## config.mk

```make
export PLATFORM = sky130hd
export DESIGN_NAME = metht_cordic_cell
export DESIGN_NICKNAME = d
export VERILOG_FILES = /design/src/sv/metht_pkg.sv /design/src/sv/metht_cordic_cell.sv
export SDC_FILE = /design/constraint.sdc
export NUM_CORES = 1
export LEC_CHECK = 0
export BUFFER_PORTS_ARGS = -buffer_cell sky130_fd_sc_hd__buf_2
export CAP_MARGIN = 10
export CORE_UTILIZATION = 50
export CTS_CLUSTER_SIZE = 16
export DETAILED_ROUTE_END_ITERATION = 16
export PLACE_DENSITY = 0.84
export SLEW_MARGIN = 30
export SYNTH_ARGS = -nofsm -noshare
export SYNTH_HDL_FRONTEND = slang
export SYNTH_SLANG_ARGS = --single-unit
```

## constraint.sdc

```tcl
create_clock -name i_clk -period 4.7 [get_ports i_clk]
set_input_delay 0 -clock i_clk [delete_from_list [all_inputs] [get_ports i_clk]]
set_output_delay 0 -clock i_clk [all_outputs]
set_load 0.005 [all_outputs]
```

## src/sv/metht_pkg.sv

```systemverilog
// ----------------------------------------------------------------------------
// metht_pkg
// Shared types, widths and the CORDIC arctangent table for the MET / HT block.
// ----------------------------------------------------------------------------
`default_nettype none

package metht_pkg;

    // particle kinds
    localparam logic [2:0] KIND_JET      = 3'd2;
    localparam logic [2:0] KIND_BJET     = 3'd3;
    localparam logic [2:0] KIND_NEUTRINO = 3'd4;

    localparam int SUM_W      = 25;   // signed running momentum sums
    localparam int HT_W       = 24;   // scalar HT
    localparam int MAG_W      = 24;   // met_mag output
    localparam int ANG_W      = 16;   // met_angle output
    localparam int CORD_W     = 44;   // CORDIC x/y datapath (sum * 2^16 plus gain)
    localparam int Z_W        = 24;   // angle accumulator, 2^-24 turn units
    localparam int SQ_W       = 50;   // sum of squares
    localparam int ROOT_W     = 25;   // integer square root
    localparam int REM_W      = 28;   // partial remainder incl. two new bits
    localparam int SQRT_STEPS = SQ_W / 2;

    localparam logic [Z_W-1:0] HALF_TURN = 24'h800000;

    typedef struct packed {
        logic signed [SUM_W-1:0] sx;
        logic signed [SUM_W-1:0] sy;
        logic [HT_W-1:0]         ht;
        logic                    sat;
    } t_sums;

    typedef struct packed {
        logic                     vld;
        logic signed [CORD_W-1:0] x;
        logic signed [CORD_W-1:0] y;
        logic [Z_W-1:0]           z;
    } t_cord;

    typedef struct packed {
        logic              vld;
        logic [SQ_W-1:0]   s;
        logic [REM_W-1:0]  rem;
        logic [ROOT_W-1:0] q;
    } t_sqrt;

    // atan(2^-i) in 2^-24 turn
    function automatic logic [Z_W-1:0] atan_val(input int idx);
        logic [Z_W-1:0] v;
        case (idx)
            0:       v = 24'd2097152;
            1:       v = 24'd1238021;
            2:       v = 24'd654136;
            3:       v = 24'd332050;
            4:       v = 24'd166669;
            5:       v = 24'd83416;
            6:       v = 24'd41718;
            7:       v = 24'd20860;
            8:       v = 24'd10430;
            9:       v = 24'd5215;
            10:      v = 24'd2608;
            11:      v = 24'd1304;
            12:      v = 24'd652;
            13:      v = 24'd326;
            14:      v = 24'd163;
            15:      v = 24'd81;
            16:      v = 24'd41;
            17:      v = 24'd20;
            18:      v = 24'd10;
            19:      v = 24'd5;
            20:      v = 24'd3;
            21:      v = 24'd1;
            22:      v = 24'd1;
            default: v = 24'd0;
        endcase
        return v;
    endfunction

endpackage

`default_nettype wire

```

## src/sv/metht_cordic_cell.sv

```systemverilog
// ----------------------------------------------------------------------------
// metht_cordic_cell
// One registered CORDIC vectoring step; the step index sets shift and angle.
// ----------------------------------------------------------------------------
`default_nettype none

module metht_cordic_cell #(
    parameter int STEP = 0
) (
    input  wire                 i_clk,
    input  wire                 i_rst_n,
    input  metht_pkg::t_cord    i_cord,
    output metht_pkg::t_cord    o_cord
);

    localparam logic [metht_pkg::Z_W-1:0] ATAN = metht_pkg::atan_val(STEP);

    metht_pkg::t_cord r_cord;
    metht_pkg::t_cord n_cord;
    logic signed [metht_pkg::CORD_W-1:0] w_xs;
    logic signed [metht_pkg::CORD_W-1:0] w_ys;
    logic w_pos;

    always_comb begin
        w_xs  = i_cord.x >>> STEP;   // arithmetic shift = floor shift
        w_ys  = i_cord.y >>> STEP;
        w_pos = !i_cord.y[metht_pkg::CORD_W-1] && (i_cord.y != '0);
        n_cord.vld = i_cord.vld;
        if (w_pos) begin
            n_cord.x = i_cord.x + w_ys;
            n_cord.y = i_cord.y - w_xs;
            n_cord.z = i_cord.z + ATAN;
        end else begin
            n_cord.x = i_cord.x - w_ys;
            n_cord.y = i_cord.y + w_xs;
            n_cord.z = i_cord.z - ATAN;
        end
    end

    always_ff @(posedge i_clk) begin
        if (!i_rst_n) begin
            r_cord.vld <= 1'b0;
        end else begin
            r_cord.vld <= n_cord.vld;
        end
        r_cord.x <= n_cord.x;
        r_cord.y <= n_cord.y;
        r_cord.z <= n_cord.z;
    end

    assign o_cord = r_cord;

endmodule

`default_nettype wire

```

==> flow_metrics.tcl <==
set metrics [dict create \
    synth.top_cell.area_share_pct 21.22 \
    hold_start "i_cord[24]" \
    synth_xor_area_share_pct 7.212 \
    min_path_type "in2reg" \
    avgSynthCellArea_um2 7.467 \
    p_leak_nw 5.738 \
    post_cts_resize_count 0 \
    largest_register_ff_count 112 \
    yosysWarnings 0 \
    synth_cell_types 82 \
    synth_top_family_by_area "compound AO/OA/AOI/OAI gates" \
    worstSetupEndpointType "flop" \
    synth-compound-area-share_pct 29.89 \
    cts_setup_buffers 0 \
    grt-ovfl-total 0 \
    ys_ff_latch 112 \
    synthAdderAreaFrac_pct 16.04 \
    io_buffers 227 \
    num-fill-cells 1942 \
    holdPathEnd "o_cord[68]$_DFF_P_" \
    period_minus_slack_ns 3.647 \
    regArea_um2 2242 \
    ant_nets 0 \
    clockBufferDepth 2 \
    vias 11690 \
    drc 0 \
    report.final.slew_viol_count 0 \
    via_per_inst 6.149 \
    setup_tns_ns 0 \
    synth-simple-area-share_pct 16.45 \
    maxCapViolations 0 \
    p_per_area_nw_per_um2 289.3 \
    critPathKind "in2reg" \
    cts_tree "done" \
    grt_pass1_vias 10550 \
    synth_edf_count 0 \
    max_slew_margin_pct 35.04 \
    holdPathStages 4 \
    routedWlPerCell_um 21.17 \
    grt_use_total_pct 36.19 \
    cts_root_buffer "clkbuf_16" \
    rsz0062_at_grt "no" \
    cts_sinks 112 \
    vdd_drop_max_uv 171.3 \
    mostFrequentLayoutCell "buf_2" \
    setup_viol 0 \
    antenna_found_initial 1 \
    ctsHtreeMaxLevel 3 \
    cp_data_required_time_ns 4.96 \
    yosys.area.top_type "dfxtp_1" \
    drt_iter0_markers 1557 \
    io_pins 228 \
    path_max_fanout 4 \
    gp_congestion 1.018 \
    synthMuxAreaShare_pct 1.611 \
    initial_core_util_pct 51.55 \
    final_cell_mix "buf_2 (227), a21oi_1 (187), inv_1 (139)" \
    hold_buffers 27 \
    synth_area_um2 10570 \
    dr.pass1.iters 8 \
    post-route-period-util_pct 77.60 \
    critPathLaunch "i_cord[68]" \
    max_freq_mhz 274.2 \
    async_flop_share_pct 0 \
    die_area_um2 21720 \
    totalWireLength_um 40240 \
    outcome "finished, final reports clean" \
    core_area_um2 20490 \
    die-width_um 147.4 \
    die_y_um 147.4 \
    syn-num-nets 1663 \
    netlist_instances 1415 \
    cts_buffers 9 \
    synth_area_leaders "dfxtp_1 (21%), ha_1 (15%), a21oi_1 (8.9%)" \
    clkTransAtPathRegs_ns 0.09 \
    finalHoldViolCount 0 \
    multi_input_area_um2 7522 \
    worstMarginPinSlew_ns 0.9685 \
    drive_gt1_share_pct 17.06 \
    worstPathArrival_ns 3.91 \
    rows 52 \
    grt_max_degree 86 \
    synthFlopType "dfxtp_1" \
    yosysSeqAreaShare_pct 21.22 \
    post-route-util_pct 60.53 \
    hpwl_um 32020 \
    nNetsFinal 1873 \
    grt_pass1_wl_um 60720 \
    critPathLaunchType "input port" \
    area_growth_pct 17.42 \
]
## logic make-up (layout without fill, tap and decap cells)
kind of cell | Yosys count | after routing
xor gates and xnor gates | 87 | 87
buffers and inverters | 204 | 419
DFF | 112 | 112
and+or+nand+nor | 359 | 359
muxes | 17 | 17
AOI/OAI and AO/OA | 503 | 503
adders and majority gates | 133 | 133
other | 0 | 1
## through the flow
step	cells	area (µm²)	setup slack, ns	total power [mW]	hold WS, ns
floorplan	1415	10570	2.414	2.117	0.02772
global placement	1857	11820	1.286	2.682	0.1021
detailed placement	1857	11820	1.303	2.690	0.1040
CTS	1900	12400	1.228	3.556	0.0001944
global route	1900	12400	1.011	3.761	0.02282
finish	1901	12410	1.053	3.589	0.008559
## per-layer routing
metal	GRT usage, %	share of wire [%]
met5	0	0.032
met4	10.67	3.0
met3	6.925	12
met2	52.26	41
met1	53.73	44
## worst max-delay path, stage by stage
cell	delay (ns)
dlygate4sd3_1	0.52
buf_2	0.12
ha_1	0.16
inv_1	0.06
fa_1	0.43
o21ba_1	0.23
nor4_1	0.44
o21a_1	0.30
o31ai_1	0.15
a21oi_1	0.45
a221oi_1	0.27
a221oi_1	0.43
a21oi_1	0.16
xnor2_1	0.18
## cells in the mapped netlist, types with 14 or more instances
library cell and instances:
a211oi_1 14, a21o_1 23, a21oi_1 187, buf_2 16, clkbuf_1 32, dfxtp_1 112
ha_1 129, inv_1 139, mux2i_1 17, nand2_1 67, nand3_1 18, nand4_1 21
nor2_1 118, nor2b_1 17, nor3_1 35, nor4_1 27, o21a_1 15, o21ai_0 94
o21ai_1 16, o21bai_1 33, o31ai_1 16, xnor2_1 84
## how the worst max path moves through the flow
stage                                    end  slack (ns)
after floorplan           o_cord[67]$_DFF_P_        2.41
after global placement    o_cord[64]$_DFF_P_        1.29
after detailed placement  o_cord[65]$_DFF_P_        1.30
after CTS                 o_cord[64]$_DFF_P_        1.23
after global routing      o_cord[64]$_DFF_P_        1.01
final                     o_cord[64]$_DFF_P_        1.05
## final cells by class
cell class	instances	area share [%]
diodes	1	0.02017
clock buffers	9	1.815
clock inverters	7	0.7363
inverters	144	4.357
multi-input cells	1099	60.64
flip-flops and latches	112	18.07
well taps	270	2.723
repair buffers	259	11.64
## report_power, final
part | switching, mW | total [mW] | internal, mW
registers | 0.0525 | 1.20 | 1.15
clock network | 0.455 | 0.843 | 0.389
logic | 0.948 | 1.55 | 0.600
Note: power is estimated with default switching activity, not from simulation.
