$ cat config.mk
export PLATFORM = sky130hd
export DESIGN_NAME = metht_accum
export DESIGN_NICKNAME = d
export VERILOG_FILES = /design/src/sv/metht_pkg.sv /design/src/sv/metht_accum.sv
export SDC_FILE = /design/constraint.sdc
export NUM_CORES = 1
export LEC_CHECK = 0
export ABC_AREA = 1
export CAP_MARGIN = 0
export CORE_UTILIZATION = 65
export CTS_BUF_LIST = sky130_fd_sc_hd__clkbuf_8
export CTS_CLUSTER_DIAMETER = 80
export CTS_CLUSTER_SIZE = 14
export DETAILED_ROUTE_END_ITERATION = 8
export DONT_BUFFER_PORTS = 1
export PLACE_DENSITY = 0.84
export SYNTH_ARGS = -nofsm -noshare
export SYNTH_HDL_FRONTEND = slang
export SYNTH_SLANG_ARGS = --single-unit
$ cat constraint.sdc
create_clock -name i_clk -period 2.8 [get_ports i_clk]
set_clock_uncertainty 0.15 [all_clocks]
set_input_delay 0.28 -clock i_clk [delete_from_list [all_inputs] [get_ports i_clk]]
set_output_delay 0.28 -clock i_clk [all_outputs]
set_load 0.02 [all_outputs]
$ cat src/sv/metht_pkg.sv
// ----------------------------------------------------------------------------
// metht_pkg
// Shared types, widths and the CORDIC arctangent table for the MET / HT block.
// ----------------------------------------------------------------------------
`default_nettype none

package metht_pkg;

    // particle kinds
    localparam logic [2:0] KIND_JET      = 3'd2;
    localparam logic [2:0] KIND_BJET     = 3'd3;
    localparam logic [2:0] KIND_NEUTRINO = 3'd4;

    localparam int SUM_W      = 25;   // signed running momentum sums
    localparam int HT_W       = 24;   // scalar HT
    localparam int MAG_W      = 24;   // met_mag output
    localparam int ANG_W      = 16;   // met_angle output
    localparam int CORD_W     = 44;   // CORDIC x/y datapath (sum * 2^16 plus gain)
    localparam int Z_W        = 24;   // angle accumulator, 2^-24 turn units
    localparam int SQ_W       = 50;   // sum of squares
    localparam int ROOT_W     = 25;   // integer square root
    localparam int REM_W      = 28;   // partial remainder incl. two new bits
    localparam int SQRT_STEPS = SQ_W / 2;

    localparam logic [Z_W-1:0] HALF_TURN = 24'h800000;

    typedef struct packed {
        logic signed [SUM_W-1:0] sx;
        logic signed [SUM_W-1:0] sy;
        logic [HT_W-1:0]         ht;
        logic                    sat;
    } t_sums;

    typedef struct packed {
        logic                     vld;
        logic signed [CORD_W-1:0] x;
        logic signed [CORD_W-1:0] y;
        logic [Z_W-1:0]           z;
    } t_cord;

    typedef struct packed {
        logic              vld;
        logic [SQ_W-1:0]   s;
        logic [REM_W-1:0]  rem;
        logic [ROOT_W-1:0] q;
    } t_sqrt;

    // atan(2^-i) in 2^-24 turn
    function automatic logic [Z_W-1:0] atan_val(input int idx);
        logic [Z_W-1:0] v;
        case (idx)
            0:       v = 24'd2097152;
            1:       v = 24'd1238021;
            2:       v = 24'd654136;
            3:       v = 24'd332050;
            4:       v = 24'd166669;
            5:       v = 24'd83416;
            6:       v = 24'd41718;
            7:       v = 24'd20860;
            8:       v = 24'd10430;
            9:       v = 24'd5215;
            10:      v = 24'd2608;
            11:      v = 24'd1304;
            12:      v = 24'd652;
            13:      v = 24'd326;
            14:      v = 24'd163;
            15:      v = 24'd81;
            16:      v = 24'd41;
            17:      v = 24'd20;
            18:      v = 24'd10;
            19:      v = 24'd5;
            20:      v = 24'd3;
            21:      v = 24'd1;
            22:      v = 24'd1;
            default: v = 24'd0;
        endcase
        return v;
    endfunction

endpackage

`default_nettype wire

$ cat src/sv/metht_accum.sv
// ----------------------------------------------------------------------------
// metht_accum
// Per-event running sums of -px, -py, jet HT and the particle count.
// ----------------------------------------------------------------------------
`default_nettype none

module metht_accum #(
    parameter int MAX_PARTICLES = 256
) (
    input  wire                         i_clk,
    input  wire                         i_rst_n,
    input  wire                         i_accept,
    input  wire                         i_has_particle,
    input  wire  [2:0]                  i_kind,
    input  wire  signed [15:0]          i_mom_x,
    input  wire  signed [15:0]          i_mom_y,
    input  wire  [15:0]                 i_trans_mom,
    input  wire                         i_end_of_event,
    output metht_pkg::t_sums            o_final
);

    localparam int CNT_W = $clog2(MAX_PARTICLES + 1);
    localparam logic [CNT_W-1:0] CNT_MAX = CNT_W'(MAX_PARTICLES);

    metht_pkg::t_sums r_sums;
    logic [CNT_W-1:0] r_cnt;
    metht_pkg::t_sums n_sums;
    logic [CNT_W-1:0] n_cnt;
    logic             w_full;
    logic             w_take;

    // Sums cannot leave their ranges for up to 256 particles, so no clamp.
    always_comb begin
        w_full = (r_cnt == CNT_MAX);
        w_take = i_has_particle && !w_full;
        n_sums = r_sums;
        n_cnt  = r_cnt;
        if (i_has_particle && w_full) begin
            n_sums.sat = 1'b1;
        end
        if (w_take) begin
            n_cnt = r_cnt + CNT_W'(1);
            if (i_kind != metht_pkg::KIND_NEUTRINO) begin
                n_sums.sx = r_sums.sx - metht_pkg::SUM_W'(i_mom_x);
                n_sums.sy = r_sums.sy - metht_pkg::SUM_W'(i_mom_y);
            end
            if (i_kind == metht_pkg::KIND_JET || i_kind == metht_pkg::KIND_BJET) begin
                n_sums.ht = r_sums.ht + metht_pkg::HT_W'(i_trans_mom);
            end
        end
    end

    assign o_final = n_sums;

    always_ff @(posedge i_clk) begin
        if (!i_rst_n) begin
            r_sums <= '0;
            r_cnt  <= '0;
        end else if (i_accept) begin
            if (i_end_of_event) begin
                r_sums <= '0;
                r_cnt  <= '0;
            end else begin
                r_sums <= n_sums;
                r_cnt  <= n_cnt;
            end
        end
    end

endmodule

`default_nettype wire

==> results_dict.tcl <==
set metrics [dict create \
    post-route-period-util 1.01 \
    drive_gt1_frac 0.122 \
    setup_viol_count_final 1 \
    remaining_drc_errors 0 \
    violations "setup timing" \
    hold_class "primary input to flip-flop" \
    p_leak_nw 5.19 \
    required_ps 2370 \
    crit_path_max_fanout 3 \
    portBuffers 0 \
    place.gp.congestion 1.03 \
    tightest_slew_ps 590 \
    antenna_found_initial 0 \
    routed-via-count 10144 \
    power.density_nw_per_um2 328 \
    fin_cells 1825 \
    multiInputGateArea_sq_um 6490 \
    drt-initial-drc-count 836 \
    synth_warnings 0 \
    seq_area_sq_um 1690 \
    startpoint_type "flip-flop" \
    routed_via_density 5.56 \
    synth_commonest_cells "647 x nand2_1, 267 x inv_1, 124 x a21oi_1" \
    core_sq_um 13400 \
    track_usage 0.337 \
    synth_cell_types 40 \
    clk-insertion-delay-late_ps 380 \
    path_clk_slew_ps 90 \
    path_cells "inv_2 > ha_4 > inv_2 > fa_2 > nand2_2 > nand2_4 > and2_4 > nand3b_1 > nand3_1 > nand2_1 > nand2_2 > a21boi_2 > buf_4" \
    syn-num-nets 1752 \
    grt_pass1_vias 8818 \
    first_pass_iters 5 \
    synth.top_cell.area_share 0.269 \
    ys_ff_latch 84 \
    yosysMostFrequentCell "nand2_1" \
    dieHeight_um 120 \
    avgSynthCellArea_sq_um 5.55 \
    initial_core_util 0.674 \
    grt_max_degree 63 \
    slew_headroom 0.606 \
    clock-root-buffer "clkbuf_8" \
    fin_util 0.752 \
    async_flop_share 0 \
    fin_ws_ps -32.2 \
    synth_area_leaders "nand2_1 27%, dfxtp_1 19%, inv_1 11%" \
    synth_edf_count 0 \
    clock_path_buffers 2 \
    die_w_um 120 \
    antenna_cells 0 \
    fill_cells 1169 \
    fin_crit_ps 2830 \
    rsz0062_at_grt "true" \
    endpoint_kind "output port" \
    final_hold_viol_count 0 \
    max_freq_mhz 353 \
    yosys.area.top_type "nand2_1" \
    slew_viol_final 0 \
    cts.sinks 84 \
    cp_slowest_cell "fa_2" \
    rows 42 \
    cts_tree "built" \
    overflow 0 \
    syn_inst 1627 \
    max_stage_delay_ps 430 \
    ant_nets 0 \
    numCtsBuffers 9 \
    synth_area_sq_um 9030 \
    dp.cells 1792 \
    critPathKind "flip-flop to output port" \
    routed_wl_mm 25.7 \
    layout.nets 1769 \
    synth-seq-area-share 0.186 \
    syn_to_final_growth_pct 11.6 \
    ir_drop_v 0.000344 \
    outcome "finished with violations" \
    placed_area_sq_um 9290 \
    die-area_sq_um 14400 \
    io_pins 131 \
    synth_ff_type "dfxtp_1" \
    stdcell_area_sq_um 10100 \
    cap_violations 0 \
    arrival_ps 2400 \
    grt_pass1_wl_mm 39.6 \
    wire_per_inst_um 14.1 \
    htree_levels 3 \
    hpwlAfterDp_mm 18.7 \
]
## where the power goes
group          switching, mW  leakage (nW)  internal [mW]
Combinational          0.733          4.40          0.367
Sequential            0.0266         0.682           1.22
Clock                  0.502         0.107          0.456
Total                   1.26          5.19           2.05
## critical path: cells and delay by family (launching register included)
family          cells  cell delay (ps)
compound gates      1              180
fa+ha+maj           2              550
buf+inv             3              280
flops               1              340
simple gates        7              710
## layer usage
| layer | vias to the layer above | track usage | wire length [um] |
|---|---|---|---|
| li1 | 5088 | - | - |
| met2 | 444 | 0.549 | 11500 |
| met3 | 58 | 0.0523 | 2260 |
| met4 | 0 | 0.121 | 751 |
| met5 | - | 0 | 0 |
| met1 | 4554 | 0.449 | 11200 |
## cell usage in the layout, fill, tap and decap left out, types with 10 or more instances in the layout
master    instances
nand3_1         105
inv_1           257
a21oi_1         123
nand2_1         624
nor3_1           15
o21ai_1          10
o21ai_0          11
nor2_1           75
ha_4             11
nand4_1          22
nand3b_1         11
clkbuf_8         11
o21ai_2          21
ha_1             51
dfxtp_1          80
nand2_2          34
nor2_2           17
xnor2_1          18
xor2_1           10
buf_4            36
inv_2            18
## flip-flops by register name, indices dropped and copies added, names as in the netlist
signal	flops
r_cnt	9
r_sums	75
## cell type report
cell class | instances | area share
Tap cell | 176 | 0.0219
Multi-Input combinational cell | 1228 | 0.644
Clock buffer | 11 | 0.0150
Clock inverter | 5 | 0.00509
Sequential cell | 84 | 0.167
Timing Repair Buffer | 47 | 0.0449
Inverter | 274 | 0.102
## per-stage QoR
step                setup TNS [ps]  setup slack (ps)  hold WS (ps)  power (mW)
floorplan                        0               333           286        2.02
global placement                 0               243           287        2.23
detailed placement               0               174           292        2.24
CTS                              0              3.71          45.0        3.19
global route                  -680              -128          76.6        3.45
finish                       -32.2             -32.2          55.0        3.31
## final timing paths
kind,start,to,slack [ps],depth (start not counted)
max,r_sums[50],o_final[70],-30,13
min,i_has_particle,r_cnt[0],60,4
max reg2reg,r_cnt[0],r_sums[39],440,13
min reg2reg,r_sums[45],r_sums[45],340,2
## repair_timing
item | 4_1_cts | 5_1_grt
hold buffers | 3 | 0
buffers inserted | 0 | 12
endpoints found under the setup margin | 14 | 54
endpoints found under the hold margin | 9 | 0
pin swaps | 1 | 15
resized for setup | 15 | 110
gates cloned | 0 | 2
## kinds of logic after synthesis
family                   synth area share
AND/OR/NAND/NOR                     0.437
buffers and inverters               0.141
AO/OA/AOI/OAI                       0.111
flip-flops                          0.186
adder cells (fa/ha/maj)            0.0981
XOR/XNOR                           0.0272
(Power assumes the default switching activity.)
