===== config.mk =====
export PLATFORM = sky130hd
export DESIGN_NAME = metht_sqrt_cell
export DESIGN_NICKNAME = d
export VERILOG_FILES = /design/src/sv/metht_pkg.sv /design/src/sv/metht_sqrt_cell.sv
export SDC_FILE = /design/constraint.sdc
export NUM_CORES = 1
export LEC_CHECK = 0
export BUFFER_PORTS_ARGS = -buffer_cell sky130_fd_sc_hd__buf_2
export CAP_MARGIN = 20
export CORE_MARGIN = 2
export CORE_UTILIZATION = 49
export DETAILED_ROUTE_END_ITERATION = 7
export PLACE_DENSITY_LB_ADDON = 0.05
export RECOVER_POWER = 50
export SYNTH_ARGS = -nofsm -noshare
export SYNTH_HDL_FRONTEND = slang
export SYNTH_SLANG_ARGS = --single-unit

===== constraint.sdc =====
create_clock -name i_clk -period 3.9 [get_ports i_clk]
set_input_delay 0.195 -clock i_clk [delete_from_list [all_inputs] [get_ports i_clk]]
set_output_delay 0.195 -clock i_clk [all_outputs]
set_load 0.02 [all_outputs]

===== src/sv/metht_pkg.sv =====
// ----------------------------------------------------------------------------
// metht_pkg
// Shared types, widths and the CORDIC arctangent table for the MET / HT block.
// ----------------------------------------------------------------------------
`default_nettype none

package metht_pkg;

    // particle kinds
    localparam logic [2:0] KIND_JET      = 3'd2;
    localparam logic [2:0] KIND_BJET     = 3'd3;
    localparam logic [2:0] KIND_NEUTRINO = 3'd4;

    localparam int SUM_W      = 25;   // signed running momentum sums
    localparam int HT_W       = 24;   // scalar HT
    localparam int MAG_W      = 24;   // met_mag output
    localparam int ANG_W      = 16;   // met_angle output
    localparam int CORD_W     = 44;   // CORDIC x/y datapath (sum * 2^16 plus gain)
    localparam int Z_W        = 24;   // angle accumulator, 2^-24 turn units
    localparam int SQ_W       = 50;   // sum of squares
    localparam int ROOT_W     = 25;   // integer square root
    localparam int REM_W      = 28;   // partial remainder incl. two new bits
    localparam int SQRT_STEPS = SQ_W / 2;

    localparam logic [Z_W-1:0] HALF_TURN = 24'h800000;

    typedef struct packed {
        logic signed [SUM_W-1:0] sx;
        logic signed [SUM_W-1:0] sy;
        logic [HT_W-1:0]         ht;
        logic                    sat;
    } t_sums;

    typedef struct packed {
        logic                     vld;
        logic signed [CORD_W-1:0] x;
        logic signed [CORD_W-1:0] y;
        logic [Z_W-1:0]           z;
    } t_cord;

    typedef struct packed {
        logic              vld;
        logic [SQ_W-1:0]   s;
        logic [REM_W-1:0]  rem;
        logic [ROOT_W-1:0] q;
    } t_sqrt;

    // atan(2^-i) in 2^-24 turn
    function automatic logic [Z_W-1:0] atan_val(input int idx);
        logic [Z_W-1:0] v;
        case (idx)
            0:       v = 24'd2097152;
            1:       v = 24'd1238021;
            2:       v = 24'd654136;
            3:       v = 24'd332050;
            4:       v = 24'd166669;
            5:       v = 24'd83416;
            6:       v = 24'd41718;
            7:       v = 24'd20860;
            8:       v = 24'd10430;
            9:       v = 24'd5215;
            10:      v = 24'd2608;
            11:      v = 24'd1304;
            12:      v = 24'd652;
            13:      v = 24'd326;
            14:      v = 24'd163;
            15:      v = 24'd81;
            16:      v = 24'd41;
            17:      v = 24'd20;
            18:      v = 24'd10;
            19:      v = 24'd5;
            20:      v = 24'd3;
            21:      v = 24'd1;
            22:      v = 24'd1;
            default: v = 24'd0;
        endcase
        return v;
    endfunction

endpackage

`default_nettype wire


===== src/sv/metht_sqrt_cell.sv =====
// ----------------------------------------------------------------------------
// metht_sqrt_cell
// One registered digit of the bit-pair integer square root.
// ----------------------------------------------------------------------------
`default_nettype none

module metht_sqrt_cell (
    input  wire                 i_clk,
    input  wire                 i_rst_n,
    input  metht_pkg::t_sqrt    i_sq,
    output metht_pkg::t_sqrt    o_sq
);

    metht_pkg::t_sqrt r_sq;
    metht_pkg::t_sqrt n_sq;
    logic [metht_pkg::REM_W-1:0] w_rem;
    logic [metht_pkg::REM_W-1:0] w_trial;

    // remainder stays below 2^26, so dropping its top two bits loses nothing
    always_comb begin
        w_rem   = {i_sq.rem[metht_pkg::REM_W-3:0], i_sq.s[metht_pkg::SQ_W-1 -: 2]};
        w_trial = {1'b0, i_sq.q, 2'b01};
        n_sq.vld = i_sq.vld;
        n_sq.s   = {i_sq.s[metht_pkg::SQ_W-3:0], 2'b00};
        if (w_rem >= w_trial) begin
            n_sq.rem = w_rem - w_trial;
            n_sq.q   = {i_sq.q[metht_pkg::ROOT_W-2:0], 1'b1};
        end else begin
            n_sq.rem = w_rem;
            n_sq.q   = {i_sq.q[metht_pkg::ROOT_W-2:0], 1'b0};
        end
    end

    always_ff @(posedge i_clk) begin
        if (!i_rst_n) begin
            r_sq.vld <= 1'b0;
        end else begin
            r_sq.vld <= n_sq.vld;
        end
        r_sq.s   <= n_sq.s;
        r_sq.rem <= n_sq.rem;
        r_sq.q   <= n_sq.q;
    end

    assign o_sq = r_sq;

endmodule

`default_nettype wire

==> run_results.csv <==
group,metric,value,unit
status,status,"finished, final reports clean",
clocking,cts_buffer_depth,2,
clocking,cts.hold.buffers_added,72,
setup_path,cp_slowest_cell,"dlygate4sd3_1",
logic_synthesis,synth_flop_cell,"dfxtp_1",
sta,maxSlewViolCount,0,
floorplan,die_w,95.8,microns
power_and_ir_drop,switching_share,31.7,%
sta,max_slew_margin,62.6,%
power_and_ir_drop,switchingPower,815,uW
sta,grt_setup_unrepaired,"no",
sta,worstMarginPinSlew,561,ps
clocking,cts_buffers,9,
clocking,cts.repair.resized,0,
finish,largest_reg_flops,102,
sta,setup_violations,0,
setup_path,cp_max_fo,28,
power_and_ir_drop,internal_power,1.75,mW
power_and_ir_drop,p_comb_share,27.1,%
floorplan,rows,33,
finish,antennaDiodeCount,0,
drt,vias,3865,
placement,dp_slack,1030,ps
setup_path,cp_common_cell,"a21oi_1",
power_and_ir_drop,power_leakage,2.86,nW
setup_path,cp_cell_sequence,"dlygate4sd3_1, clkbuf_1, inv_1, ha_1, a21oi_1, o21ai_1, a41o_1, a21oi_1, a21oi_4, nor2_8, mux2_1",
placement,gp_routability_congestion,0.819,
sta,finalCritPeriodShare,78.4,%
logic_synthesis,synth.most_common_cell,"dfxtp_1",
logic_synthesis,ys_seq_area_share,49.4,%
finish,multi_input_area,1880,sq um
logic_synthesis,async_flop_share,0,%
drt,wl_per_cell,14.7,microns
flow_run,max_cap_viol_count,0,
floorplan,die_h,95.8,microns
worst_hold_path,hold_depth,2,
logic_synthesis,synthTopCellsByArea,"dfxtp_1 (49%), ha_1 (8.2%), mux2_1 (6.0%)",
clocking,cts_tree,"done",
worst_hold_path,min-delay-start,"i_sq[103]",
logic_synthesis,yosys.area.top_type,"dfxtp_1",
finish,n_fill_cell,626,
logic_synthesis,syn_area_per_cell,10.5,sq um
worst_hold_path,hold_path.class,"in -> reg",
logic_synthesis,syn-cell-area,4130,sq um
finish,utilization,74.3,%
drt,final_antenna_net_count,0,
logic_synthesis,ys_types,61,
power_and_ir_drop,p_clk_share,27.3,%
drt,drt_pass1_iterations,4,
finish,syn_to_final_growth,47.1,%
placement,dp_hpwl,7370,microns
setup_path,required,4150,ps
setup_path,crit_path_max_incr_delay,530,ps
sta,clock.fmax,327,MHz
sta,period_minus_slack,3060,ps
power_and_ir_drop,seqPwrFrac,45.6,%
finish,layout-drive-gt1-share,28.3,%
drt,first_iter_violations,96,
worst_hold_path,min_to,"o_sq[103]",
power_and_ir_drop,power_density,423,nW/um^2
sta,hold_violations,0,
global_routing,grt_pass1_vias,3867,
setup_path,cp.arrival,3310,ps
logic_synthesis,yosys_warnings,0,
clocking,cts.clk_slew.worst_paths,110,ps
global_routing,grt_pass1_wl,17400,microns
finish,ff_latch_area,2040,sq um
drt,vias_per_cell,4.96,
placement,portBuffers,205,
clocking,clkSinkCount,102,
floorplan,io_pins,210,
power_and_ir_drop,max-vdd-ir-drop,0.000227,V
finish,num-nets-final,802,
placement,placed_area,5210,sq um
floorplan,start_util,50.5,%
clocking,root_buffer,"clkbuf_8",
global_routing,grt-ovfl-total,0,
logic_synthesis,synth_edf_count,0,
global_routing,grt_use_total,24.4,%
drt,drc,0,
setup_path,start_kind,"primary input",
global_routing,grt_max_degree,29,
sta,timing.final.ws_setup,844,ps
setup_path,critPathKind,"in -> reg",
finish,final_cell_area,6080,sq um
floorplan,core-area,8180,sq um
logic_synthesis,synth_commonest_cells,"dfxtp_1 (102), inv_1 (33), ha_1 (27)",
sta,setup_tns,0,ps
drt,wl,11400,microns
clocking,cts_max_level,3,
logic_synthesis,synth_top_area_share,49.4,%
global_routing,antenna_found_initial,0,
logic_synthesis,ys_seq_elements,102,
setup_path,end_kind,"flop",
logic_synthesis,syn_inst,393,
floorplan,die_area,9180,sq um
clocking,postCtsSetupBuffers,0,
[layer usage]
layer	global-route usage (%)	wire length, microns	up-vias
li1	-	-	1916
met1	26.7	4440	1772
met2	43.4	5810	150
met3	6.89	902	27
met4	11.3	286	0
met5	0	0	-
[layout by cell type, fill, tap and decap left out, drive strengths merged, types with 4 or more instances in the layout]
cell / count
a211oi: 9
a21o: 5
a21oi: 24
and2: 6
and3: 6
buf: 157
clkbuf: 58
dfxtp: 102
dlygate4sd3: 72
ha: 27
inv: 36
mux2: 23
mux2i: 4
nand2: 18
nand3: 12
nor2: 20
nor2b: 5
nor3: 6
o211ai: 6
o21ai: 17
o21bai: 4
xnor2: 17
xor2: 4
[area by class of cell]
| type | instances | area share (%) |
|---|---|---|
| Clock inverter | 6 | 1.30 |
| Inverter | 34 | 2.10 |
| Multi-Input combinational cell | 245 | 30.9 |
| Clock buffer | 10 | 2.10 |
| Tap cell | 105 | 2.16 |
| Timing Repair Buffer | 277 | 27.8 |
| Sequential cell | 102 | 33.6 |
[worst max path at each step]
stage | startpoint | end | slack [ps] | cells past startpoint
3_3_place_gp | i_sq[11] | o_sq[39] | 1060 | 10
3_5_place_dp | i_sq[11] | o_sq[46] | 1030 | 10
6_report | i_sq[11] | o_sq[46] | 840 | 11
2_1_floorplan | i_sq[0] | o_sq[45] | 1580 | 11
5_1_grt | i_sq[11] | o_sq[51] | 670 | 11
4_1_cts | i_sq[11] | o_sq[46] | 870 | 11
[per-stage QoR]
stage	hold WS, ps	total power [mW]	cells
2_1_floorplan	223	1.63	394
3_3_place_gp	298	1.82	691
3_5_place_dp	299	1.83	691
4_1_cts	27.2	2.58	779
5_1_grt	29.9	2.69	779
6_report	33.2	2.57	779
[cell families (layout without fill, tap and decap cells)]
logic type      after synthesis  in the layout  synth area share, %
xor+xnor                     21             21                 4.45
compound gates               84             84                 14.3
fa+ha+maj                    27             27                 8.18
mux                          27             27                 7.33
buf+inv                      47            327                 5.12
other cells                   1              2               0.0908
simple gates                 84             84                 11.1
flops                       102            102                 49.4
[power groups by stage]
stage / clock [mW] / sequential (mW) / combinational, mW
2_1_floorplan: 0 / 1.33 / 0.296
3_3_place_gp: 0 / 1.19 / 0.633
3_5_place_dp: 0 / 1.19 / 0.643
4_1_cts: 0.712 / 1.17 / 0.702
5_1_grt: 0.754 / 1.18 / 0.758
6_report: 0.701 / 1.17 / 0.697
[critical path: cells and delay by family]
family          cells  cell delay, ps
mux                 1             380
fa+ha+maj           1             410
buf+inv             3             680
simple gates        1             460
compound gates      5            1160
(Power assumes the default switching activity.)
